[config.mk]
export PLATFORM = sky130hd
export DESIGN_NAME = priority_round_robin_task_scheduler_core
export DESIGN_NICKNAME = d
export VERILOG_FILES = /design/src/rtl/core/prrts_pkg.sv /design/src/rtl/core/prrts_match.sv /design/src/rtl/core/priority_round_robin_task_scheduler_core.sv
export SDC_FILE = /design/constraint.sdc
export NUM_CORES = 1
export LEC_CHECK = 0
export ABC_AREA = 1
export ABC_CLOCK_PERIOD_IN_PS = 10470
export BUFFER_PORTS_ARGS = -buffer_cell sky130_fd_sc_hd__buf_4
export CELL_PAD_IN_SITES_DETAIL_PLACEMENT = 2
export CELL_PAD_IN_SITES_GLOBAL_PLACEMENT = 2
export CORE_UTILIZATION = 35
export CTS_CLUSTER_SIZE = 20
export DETAILED_ROUTE_END_ITERATION = 10
export GPL_ROUTABILITY_DRIVEN = 0
export GPL_TIMING_DRIVEN = 0
export PLACE_DENSITY_LB_ADDON = 0.1
export SLEW_MARGIN = 10
export SYNTH_ARGS = -nofsm -noshare
export SYNTH_HDL_FRONTEND = slang
export SYNTH_SLANG_ARGS = --single-unit
[constraint.sdc]
create_clock -name i_clk -period 10.47 [get_ports i_clk]
set_input_delay 1.047 -clock i_clk [delete_from_list [all_inputs] [get_ports i_clk]]
set_output_delay 1.047 -clock i_clk [all_outputs]
set_load 0.02 [all_outputs]
[src/rtl/core/prrts_pkg.sv]
package prrts_pkg;

    // Table size and lowest priority level (idle task level)
    localparam int MAX_TASKS  = 8;
    localparam int IDLE_LEVEL = 4;

    // Input word kinds
    typedef enum logic [2:0] {
        KIND_ADD    = 3'd0,
        KIND_TICK   = 3'd1,
        KIND_DELAY  = 3'd2,
        KIND_FORCE  = 3'd3,
        KIND_QUERY  = 3'd4
    } t_kind;

    // Task status codes
    localparam logic [1:0] ST_READY   = 2'd0;
    localparam logic [1:0] ST_RUNNING = 2'd1;
    localparam logic [1:0] ST_BLOCKED = 2'd2;

    // Error codes
    localparam logic [1:0] ERR_NONE  = 2'd0;
    localparam logic [1:0] ERR_FULL  = 2'd1;
    localparam logic [1:0] ERR_ISR   = 2'd2;

    // Configuration register byte addresses
    localparam logic [1:0] REG_BLOCKED_HOLD = 2'd0;

    // Sequencer states
    typedef enum logic [2:0] {
        S_IDLE,
        S_TICK,
        S_LEVEL,
        S_PICK,
        S_QUERY,
        S_DONE
    } t_state;

endpackage

[src/rtl/core/prrts_match.sv]
// Shared slot matcher: compares one table entry against a level and a status
module prrts_match (
    input  logic [2:0] i_prio,
    input  logic [1:0] i_stat,
    input  logic [2:0] i_level,
    input  logic [1:0] i_want,
    output logic       o_hit
);
    assign o_hit = (i_prio == i_level) && (i_stat == i_want);
endmodule

[src/rtl/core/priority_round_robin_task_scheduler_core.sv]
// Channel | Dir | Signals                 | Word
// s_axis  | in  | tvalid tready tdata     | kind, task_index, priority_req, delay_ticks,
//         |     |                         | wanted_state, from_isr
// m_axis  | out | tvalid tready tdata     | current_task, switched, match_count, error_code
// apb     | in  | psel penable pwrite ... | blocked_hold_ticks at 0x0
// With n = task_count+1 scan positions: add, force, unknown kinds and a delay that blocks
// nothing go straight from acceptance to the done state; a query scans all n positions.
// A tick scans all n for delays, then each level in turn until one has a ready task (all
// IDLE_LEVEL+1 levels if none ready), picks and finishes; a blocking delay adds an apply step.
// Reset is synchronous, active low. The block takes a word only when idle and the
// output register is empty; a stalled result holds in that register.
module priority_round_robin_task_scheduler_core #(
    parameter int DELAY_BITS = 32
) (
    input  logic        i_clk,
    input  logic        i_rst_n,
    input  logic        s_axis_tvalid,
    output logic        s_axis_tready,
    // [2:0] kind, [6:3] task_index, [9:7] priority_req, [41:10] delay_ticks,
    // [43:42] wanted_state, [44] from_isr, zero fill to 48
    input  logic [47:0] s_axis_tdata,
    output logic        m_axis_tvalid,
    input  logic        m_axis_tready,
    // [3:0] current_task, [4] switched, [8:5] match_count, [10:9] error_code
    output logic [15:0] m_axis_tdata,
    input  logic        psel,
    input  logic        penable,
    input  logic        pwrite,
    input  logic [1:0]  paddr,
    input  logic [31:0] pwdata,
    output logic [31:0] prdata,
    output logic        pready
);
    localparam int SLOTS = prrts_pkg::MAX_TASKS + 1;
    localparam int SW    = $clog2(SLOTS + 1);
    localparam int IW    = $clog2(SLOTS);
    localparam logic [SW-1:0] IDLE_SLOT = SW'(prrts_pkg::MAX_TASKS);
    localparam logic [2:0] IDLE_LV = 3'(prrts_pkg::IDLE_LEVEL);

    logic [2:0]            r_prio  [SLOTS];
    logic [1:0]            r_stat  [SLOTS];
    logic [DELAY_BITS-1:0] r_dly   [SLOTS];
    logic [SW-1:0]         r_count, r_run, r_ptr, r_pos, r_nmatch;
    logic [2:0]            r_last, r_level;
    logic [31:0]           r_hold;
    logic [47:0]           r_in;
    logic                  r_sw;
    logic [1:0]            r_err;
    logic                  r_oval;
    prrts_pkg::t_state     r_state, n_state;

    // APB register
    assign pready = 1'b1;
    assign prdata = (paddr == prrts_pkg::REG_BLOCKED_HOLD) ? r_hold : 32'd0;

    // Input fields
    logic [2:0]            w_kind, w_qprio;
    logic [3:0]            w_tidx;
    logic [DELAY_BITS-1:0] w_dly;
    logic [1:0]            w_want;
    logic                  w_isr;
    assign w_kind  = r_in[2:0];
    assign w_tidx  = r_in[6:3];
    assign w_qprio = r_in[9:7];
    assign w_dly   = r_in[10 +: DELAY_BITS];
    assign w_want  = r_in[43:42];
    assign w_isr   = r_in[44];

    // Slot at the current scan position
    logic [SW-1:0] w_slot;
    logic [SW-1:0] w_npos;
    assign w_slot = (r_pos < r_count) ? r_pos : IDLE_SLOT;
    assign w_npos = (r_pos + 1'b1 >= r_count + 1'b1) ? '0 : r_pos + 1'b1;

    logic [IW-1:0] w_si, w_ri, w_ci, w_ti;
    assign w_si = w_slot[IW-1:0];
    assign w_ri = r_run[IW-1:0];
    assign w_ci = r_count[IW-1:0];
    assign w_ti = w_tidx[IW-1:0];

    // Shared matcher
    logic [2:0] w_mlevel;
    logic [1:0] w_mwant;
    logic       w_hit;
    assign w_mlevel = (r_state == prrts_pkg::S_QUERY) ? w_qprio : r_level;
    assign w_mwant  = (r_state == prrts_pkg::S_QUERY) ? w_want : prrts_pkg::ST_READY;
    prrts_match u_match (
        .i_prio (r_prio[w_si]),
        .i_stat (r_stat[w_si]),
        .i_level(w_mlevel),
        .i_want (w_mwant),
        .o_hit  (w_hit)
    );

    logic w_present;
    assign w_present = (SW'(w_tidx) == IDLE_SLOT || SW'(w_tidx) < r_count) &&
                       ({1'b0, w_tidx} < 5'(SLOTS));

    // Delay word that blocks the running task and needs a scheduling pass
    logic w_resched;
    assign w_resched = !r_sw && (w_kind == prrts_pkg::KIND_DELAY) && !w_isr &&
                       (w_dly != '0);

    assign s_axis_tready = (r_state == prrts_pkg::S_IDLE) && !m_axis_tvalid;
    assign m_axis_tdata  = {5'd0, r_err, 4'(r_nmatch), r_sw, 4'(r_run)};
    assign m_axis_tvalid = r_oval;

    // State register
    always_ff @(posedge i_clk) begin
        if (!i_rst_n) begin
            r_state <= prrts_pkg::S_IDLE;
        end else begin
            r_state <= n_state;
        end
    end

    // Next state
    always_comb begin
        n_state = r_state;
        unique case (r_state)
            prrts_pkg::S_IDLE: begin
                if (s_axis_tvalid && s_axis_tready) begin
                    if (s_axis_tdata[2:0] == prrts_pkg::KIND_TICK)
                        n_state = prrts_pkg::S_TICK;
                    else if (s_axis_tdata[2:0] == prrts_pkg::KIND_QUERY)
                        n_state = prrts_pkg::S_QUERY;
                    else
                        n_state = prrts_pkg::S_DONE;
                end
            end
            prrts_pkg::S_TICK: begin
                if (r_pos == r_count) n_state = prrts_pkg::S_LEVEL;
            end
            prrts_pkg::S_LEVEL: begin
                if (w_hit)
                    n_state = prrts_pkg::S_PICK;
                else if (r_pos == r_count && r_level == IDLE_LV)
                    n_state = prrts_pkg::S_DONE;
            end
            prrts_pkg::S_PICK: begin
                if (w_hit) n_state = prrts_pkg::S_DONE;
            end
            prrts_pkg::S_QUERY: begin
                if (r_pos == r_count) n_state = prrts_pkg::S_IDLE;
            end
            prrts_pkg::S_DONE: begin
                n_state = w_resched ? prrts_pkg::S_LEVEL : prrts_pkg::S_IDLE;
            end
            default: n_state = prrts_pkg::S_IDLE;
        endcase
    end

    // Task table and datapath
    always_ff @(posedge i_clk) begin
        if (!i_rst_n) begin
            r_oval   <= 1'b0;
            r_count  <= '0;
            r_run    <= IDLE_SLOT;
            r_ptr    <= '0;
            r_last   <= '0;
            r_hold   <= 32'd1;
            r_in     <= '0;
            r_sw     <= 1'b0;
            r_err    <= prrts_pkg::ERR_NONE;
            r_nmatch <= '0;
            r_pos    <= '0;
            r_level  <= '0;
            for (int i = 0; i < SLOTS; i++) begin
                r_prio[i] <= (i == prrts_pkg::MAX_TASKS) ? IDLE_LV : 3'd0;
                r_stat[i] <= prrts_pkg::ST_READY;
                r_dly[i]  <= '0;
            end
        end else begin
            if (psel && penable && pwrite && paddr == prrts_pkg::REG_BLOCKED_HOLD)
                r_hold <= pwdata;
            // result register
            if ((r_state == prrts_pkg::S_DONE && !w_resched) ||
                (r_state == prrts_pkg::S_QUERY && r_pos == r_count))
                r_oval <= 1'b1;
            else if (m_axis_tvalid && m_axis_tready)
                r_oval <= 1'b0;
            unique case (r_state)
                prrts_pkg::S_IDLE: begin
                    if (s_axis_tvalid && s_axis_tready) begin
                        r_in     <= s_axis_tdata;
                        r_sw     <= 1'b0;
                        r_err    <= prrts_pkg::ERR_NONE;
                        r_nmatch <= '0;
                        r_pos    <= '0;
                    end
                end
                prrts_pkg::S_TICK: begin
                    if (r_dly[w_si] != '0) begin
                        r_dly[w_si]  <= r_dly[w_si] - 1'b1;
                        r_stat[w_si] <= prrts_pkg::ST_BLOCKED;
                    end else begin
                        r_stat[w_si] <= prrts_pkg::ST_READY;
                    end
                    if (r_pos == r_count) begin
                        r_level <= '0;
                        r_pos   <= '0;
                    end else begin
                        r_pos <= r_pos + 1'b1;
                    end
                end
                prrts_pkg::S_LEVEL: begin
                    // look for any ready task at r_level
                    if (w_hit) begin
                        r_pos <= (r_level != r_last || r_ptr >= r_count + 1'b1) ?
                                 '0 : r_ptr;
                    end else if (r_pos == r_count) begin
                        r_pos <= '0;
                        if (r_level == IDLE_LV) begin
                            r_sw <= 1'b1;
                        end else begin
                            r_level <= r_level + 1'b1;
                        end
                    end else begin
                        r_pos <= r_pos + 1'b1;
                    end
                end
                prrts_pkg::S_PICK: begin
                    if (w_hit) begin
                        r_run        <= w_slot;
                        r_stat[w_si] <= prrts_pkg::ST_RUNNING;
                        r_ptr        <= r_pos + 1'b1;
                        r_last       <= r_level;
                        r_sw         <= 1'b1;
                    end else begin
                        r_pos <= w_npos;
                    end
                end
                prrts_pkg::S_QUERY: begin
                    if (w_hit) r_nmatch <= r_nmatch + 1'b1;
                    r_pos <= r_pos + 1'b1;
                end
                prrts_pkg::S_DONE: begin
                    if (!r_sw) begin
                        unique case (w_kind)
                            prrts_pkg::KIND_ADD: begin
                                if (r_count < SW'(prrts_pkg::MAX_TASKS)) begin
                                    r_prio[w_ci] <= (w_qprio > IDLE_LV) ? IDLE_LV : w_qprio;
                                    r_stat[w_ci] <= prrts_pkg::ST_READY;
                                    r_dly[w_ci]  <= '0;
                                    r_count      <= r_count + 1'b1;
                                end else begin
                                    r_err <= prrts_pkg::ERR_FULL;
                                end
                            end
                            prrts_pkg::KIND_DELAY: begin
                                if (w_isr) begin
                                    r_err <= prrts_pkg::ERR_ISR;
                                end else if (w_dly != '0) begin
                                    r_dly[w_ri]  <= w_dly;
                                    r_stat[w_ri] <= prrts_pkg::ST_BLOCKED;
                                    r_level      <= '0;
                                    r_pos        <= '0;
                                end
                            end
                            prrts_pkg::KIND_FORCE: begin
                                if (w_present) begin
                                    if (w_want == prrts_pkg::ST_BLOCKED) begin
                                        r_dly[w_ti]  <= r_hold[DELAY_BITS-1:0];
                                        r_stat[w_ti] <= prrts_pkg::ST_BLOCKED;
                                    end else if (w_want == prrts_pkg::ST_READY) begin
                                        r_dly[w_ti]  <= '0;
                                        r_stat[w_ti] <= prrts_pkg::ST_READY;
                                    end
                                end
                            end
                            default: ;
                        endcase
                    end
                end
                default: ;
            endcase
        end
    end
endmodule

# Yosys cells after proc, flatten, opt, wreduce, memory -nomap -nowiden
# Memories as Yosys holds them, arrays and structs flattened.
# Cells that the tools add are included.
classes:
  mux: 122
  bitwise: 5
  order_cmp: 7
  reduce_logical: 51
  n_eq_ne: 34
  n_addsub: 5
op_table:
  columns: ["operator", "n"]
  rows:
  - ["two-way mux 32 bit", 6]
  - ["OR reduction 32 bit", 4]
  - ["two-way mux 4 bit", 21]
  - ["nonzero test 32 bit", 2]
  - ["two-way mux 1 bit", 58]
  - ["two-way mux 3 bit", 17]
  - ["subtractor 32 x 1 -> 32 bit (second input constant)", 1]
  - ["two-way mux 2 bit", 13]
  - ["case mux 4 bit (6 select lines)", 1]
  - ["inequality test 2 bit (second input constant)", 9]
  - ["case mux 3 bit (6 select lines)", 1]
  - ["logical AND 1 bit", 14]
  - ["adder 4 x 1 -> 4 bit (second input constant)", 3]
  - ["== test 3 x 2 -> 1 bit (second input constant)", 4]
  - ["== test 3 bit (second input constant)", 4]
  - ["AND reduction 6 bit", 2]
  - ["inequality test 2 x 1 -> 1 bit (second input constant)", 5]
  - ["case mux 3 bit (3 select lines)", 1]
  - ["AND reduction 9 bit", 1]
  - [">= comparator 4 bit", 2]
  - ["< comparator 4 bit", 2]
  - ["< comparator 4 bit (second input constant)", 2]
  - ["case mux 2 bit (2 select lines)", 2]
  - ["case mux 4 bit (2 select lines)", 1]
  - ["other kinds (28)", 48]
totals:
  mem_count: 3
  output_inout_bits: 51
  inputBits: 89
  ram_bits: 333
  reg_bits: 110
  word_cells: 240
memory_table:
  columns: ["name", "depth", "width", "read_ports", "rd_ports_with_merged_regs", "write_ports", "line_no", "source"]
  rows:
  - ["r_dly", 9, 32, 1, 0, 9, "priority_round_robin_task_scheduler_core.sv:42", "logic [DELAY_BITS-1:0] r_dly [SLOTS];"]
  - ["r_prio", 9, 3, 1, 0, 9, "priority_round_robin_task_scheduler_core.sv:40", "logic [2:0] r_prio [SLOTS];"]
  - ["r_stat", 9, 2, 1, 0, 9, "priority_round_robin_task_scheduler_core.sv:41", "logic [1:0] r_stat [SLOTS];"]

# Depth between registers and ports, before layout
# An unclocked memory read counts as a cell.
depth:
  ltp_word: 15
  ltp_mapped: 34

# Hierarchy
# Synthesis repeated with hierarchy kept, for this count alone.
unflattened:
  hier_cells: 3746
  hier_area_um2: 34088.9
by_module_without_submodules:
  columns: ["module", "cells_per_inst", "seq_area_each_um2", "area_each_um2", "instances"]
  rows:
  - ["priority_round_robin_task_scheduler_core", 3730, 19979.2, 34012.6, 1]
  - ["prrts_match", 16, 0.0, 76.3, 1]

# Least setup slack after synthesis
# No wires, ideal clock.
synth_timing:
  path_kind: "register -> register"
  start: "reg r_pos[0]"
  end: "mem r_dly[10][0], enable pin"
  stages_incl_launch_ff: 33
  slack_ns: 4.827
  path_buffers: 8
  arrival_time_ns: 5.222
  synth_period_minus_slack_ns: 5.643
  path_cell_list: "dfxtp_1 buf_4 buf_2 buf_2 buf_2 buf_1 inv_1 ha_1 inv_1 nand2_1 nand2_1 nand2_2 nand3_2 buf_4 buf_2 buf_2 o211ai_1 nand3_1 nand3_1 nand2_1 inv_2 ha_1 nand3_1 inv_1 nand2_1 nor2_2 nand3_2 nor3_2 nand2_1 nand2_2 nand2_8 inv_1 nor2_1"
synth_rtl:
  columns: ["element", "line_no", "source"]
  rows:
  - ["start: declaration", "priority_round_robin_task_scheduler_core.sv:43", "logic [SW-1:0] r_count, r_run, r_ptr, r_pos, r_nmatch;"]
  - ["start signal: assignment", "priority_round_robin_task_scheduler_core.sv:203", "r_pos <= r_pos + 1'b1;"]
  - ["start signal: assignment", "priority_round_robin_task_scheduler_core.sv:209", "r_pos <= (r_level != r_last || r_ptr >= r_count + 1'b1) ?"]
  - ["start signal: assignment", "priority_round_robin_task_scheduler_core.sv:219", "r_pos <= r_pos + 1'b1;"]
  - ["end: declaration", "priority_round_robin_task_scheduler_core.sv:42", null]

==> summary.md <==
| Metric | Value |
|---|---|
| WL/cell | `30.3 um` |
| H-tree depth | `3` |
| RSZ-0062 raised after global routing | `no` |
| Yosys warns | `0` |
| First-pass GRT wire length | `232000 um` |
| Critical Path Most Common Cell | `nand2_1` |
| Post_cts resized | `0` |
| Post-CTS Setup Bufs | `0` |
| Peak VDD IR | `0.133 mV` |
| Area delta synth->final | `17.5%` |
| Vias in the first global route | `32190` |
| Max-Cap Viols | `0` |
| Via Count | `30913` |
| Post-CTS Hold Buffers | `0` |
| Post-synthesis async set-or-reset flop share | `0%` |
| Initial DRC Count | `3100` |
| Synth unique cells | `50` |
| Final worst slack | `1.83 ns` |
| Number of synthesized flops with an enable pin | `592` |
| Main synth FF type | `edfxtp_1` |
| Clock Skews | `0.0362 ns` |
| Final Cycle Share | `82.5%` |
| CTS tree | `built` |
| Tot GR Track Use | `32.9%` |
| R2r setup slk | `1.83 ns` |
| Final Util | `41.6%` |
| Initial antenna violation count | `2` |
| Area share of the largest cell type after synthesis | `51.7%` |
| CP required | `10.86 ns` |
| Die ar. | `99500 um2` |
| Remaining DRCs | `0` |
| Longest Clk Path Bufs | `3` |
| # port buffers | `129` |
| Clk Latency, worst-skew pair | `0.68 ns` |
| Post-DP HPWL | `116000 um` |
| FILL cells | `10706` |
| Vias per cell | `5.70` |
| Worst setup SP type | `flop` |
| Starting Density | `35.5%` |
| DRT antenna net count | `0` |
| Final wirelength | `164000 um` |
| Syn Area/Cell | `9.04 um2` |
| Slowest-stage cell, CP | `clkbuf_1` |
| Cell taking the most area after synthesis | `edfxtp_1` |
| Clock root cell | `clkbuf_16` |
| Largest net degree at the start of global routing | `33` |
| Total gr overflow | `0` |
| Synth Cell Area | `34400 um2` |
| Sink Count | `702` |
| Synth area leaders | `edfxtp_1 (52%), nand2_1 (6.6%), dfxtp_1 (6.4%)` |
| Setup Viol. Count Final | `0` |
| Crit Path Max Fanout | `18` |
| Die Ht | `315 um` |
| Register bit total from synthesis | `702` |
| Fmax | `0.116 GHz` |
| Leakage | `16.3 nW` |
| Nature of the critical path endpoint | `flop` |
| Final worst path period need | `8.64 ns` |
| Worst slew pin tran | `1.46 ns` |
| 1st-pass router iterations | `5` |
| Status | `completed` |
| Sequential area share after synthesis | `58.1%` |
| Crit path kind | `reg -> reg` |
| Pins Over Slew Limit | `0` |
| Endpoints failing hold | `0` |
| Hold Crit Class | `reg -> reg` |
| Max_slew headroom | `2.69%` |
| PwrDens | `213 nW/um2` |
| Row count | `114` |
| I/O pins | `140` |
| Die X | `315 um` |
| Clock Pin Slew Worst Setup and Hold Paths | `0.06 ns` |
| Layout cells sized above 1 | `13.0%` |
| Final net count | `4187` |
| Cells after Synth | `3806` |
| Slowest Stage Delay on Critical Path | `0.95 ns` |
| CTS Buf Count | `85` |
| CORE AREA | `97000 um2` |
| Place WS | `1.99 ns` |
| Critical Path AT | `9.03 ns` |
## state kept, by name (all words and copies together) (netlist names), 32 cells and up
| signal | count |
|---|---|
| r_prio | 48 |
| r_in | 45 |
| r_hold | 32 |
| r_stat | 32 |
| r_dly | 512 |
## synthesized netlist by cell type, types with 7 or more instances
library cell,instances
inv_1,440
nor4_1,12
dfxtp_1,110
clkbuf_1,69
ha_1,24
nand2_4,9
buf_1,10
o21ai_1,34
nand4_1,144
buf_6,8
buf_2,86
or2_2,44
a21oi_1,288
nor2_2,7
inv_2,21
o21ai_0,154
clkinv_1,15
buf_4,55
nand2_2,10
nor2_1,541
edfxtp_1,592
o211ai_1,31
nand3_1,425
nand2_1,609
o221ai_1,17
## cells by family after synthesis
logic type | count (synthesis) | synth area share, %
flip-flops | 702 | 58.1
XOR/XNOR | 8 | 0.204
AND/OR/NAND/NOR | 1820 | 23.5
other | 2 | 0.0218
adder cells (fa/ha/maj) | 24 | 0.873
AO/OA/AOI/OAI | 544 | 8.49
multiplexers | 2 | 0.0582
buffers and inverters | 704 | 8.77
## worst max-delay path: cells and delay by family, from the launching register on
| kind | cells | cell delay [ns] |
|---|---|---|
| buffers and inverters | 13 | 4.42 |
| AND/OR/NAND/NOR | 18 | 2.91 |
| flip-flops | 1 | 0.44 |
| AO/OA/AOI/OAI | 1 | 0.11 |
| adder cells (fa/ha/maj) | 2 | 0.39 |
## layout make-up
class | instances | area (um2) | area share (%)
diodes | 1 | 2.50 | 0.00620
repair buffers | 153 | 1460 | 3.62
clock buffers | 118 | 2350 | 5.83
multi-input cells | 2428 | 11600 | 28.8
inverters | 476 | 1790 | 4.42
well taps | 1276 | 1600 | 3.95
plain buffers | 228 | 1230 | 3.05
clock inverters | 39 | 343 | 0.849
flip-flops and latches | 702 | 20000 | 49.5
## power breakdown
part / total, mW / switching [mW] / internal (mW) / leakage [nW]
Clock: 2.95 / 1.26 / 1.69 / 1.31
Combinational: 2.24 / 1.76 / 0.474 / 8.23
Sequential: 3.41 / 0.0896 / 3.32 / 6.72
Total: 8.60 / 3.11 / 5.49 / 16.3
## per-stage QoR
step | instances | hold slack [ns] | area, um2 | total power, mW | setup TNS [ns]
CTS | 5419 | 0.475 | 40400 | 8.57 | 0
global placement | 5239 | 0.459 | 37100 | 5.55 | -161.16
floorplan | 3834 | 0.439 | 34500 | 4.59 | 0
detailed placement | 5262 | 0.467 | 37700 | 5.64 | 0
finish | 5421 | 0.475 | 40400 | 8.60 | 0
global route | 5420 | 0.494 | 40400 | 8.86 | 0
## final timing paths
check	from	end	cells after the start
max reg2reg	r_pos[0]$_SDFFE_PN0P_	r_dly[7][27]$_SDFFCE_PN0P_	34
max	r_pos[0]$_SDFFE_PN0P_	r_dly[7][27]$_SDFFCE_PN0P_	34
min reg2reg	r_in[12]$_SDFFE_PN0P_	r_in[12]$_SDFFE_PN0P_	2
min	r_in[12]$_SDFFE_PN0P_	r_in[12]$_SDFFE_PN0P_	2
## cell usage in the layout, fill, tap and decap left out, types with 21 or more instances in the layout
cell type,count
nand2_1,600
edfxtp_1,592
nor2_1,534
inv_1,440
nand3_1,425
a21oi_1,288
buf_4,185
o21ai_0,153
nand4_1,144
dfxtp_1,110
clkbuf_1,94
clkbuf_16,88
buf_2,86
or2_2,44
clkinv_1,35
o21ai_1,35
o211ai_1,31
conb_1,30
ha_1,24
inv_2,21
## per-layer routing
layer	track usage (%)	wire [um]
met5	0	0
met4	11.9	6160
met3	4.97	12800
met2	52.5	74500
met1	45.3	71000
Power figures use the tool's default switching activity.
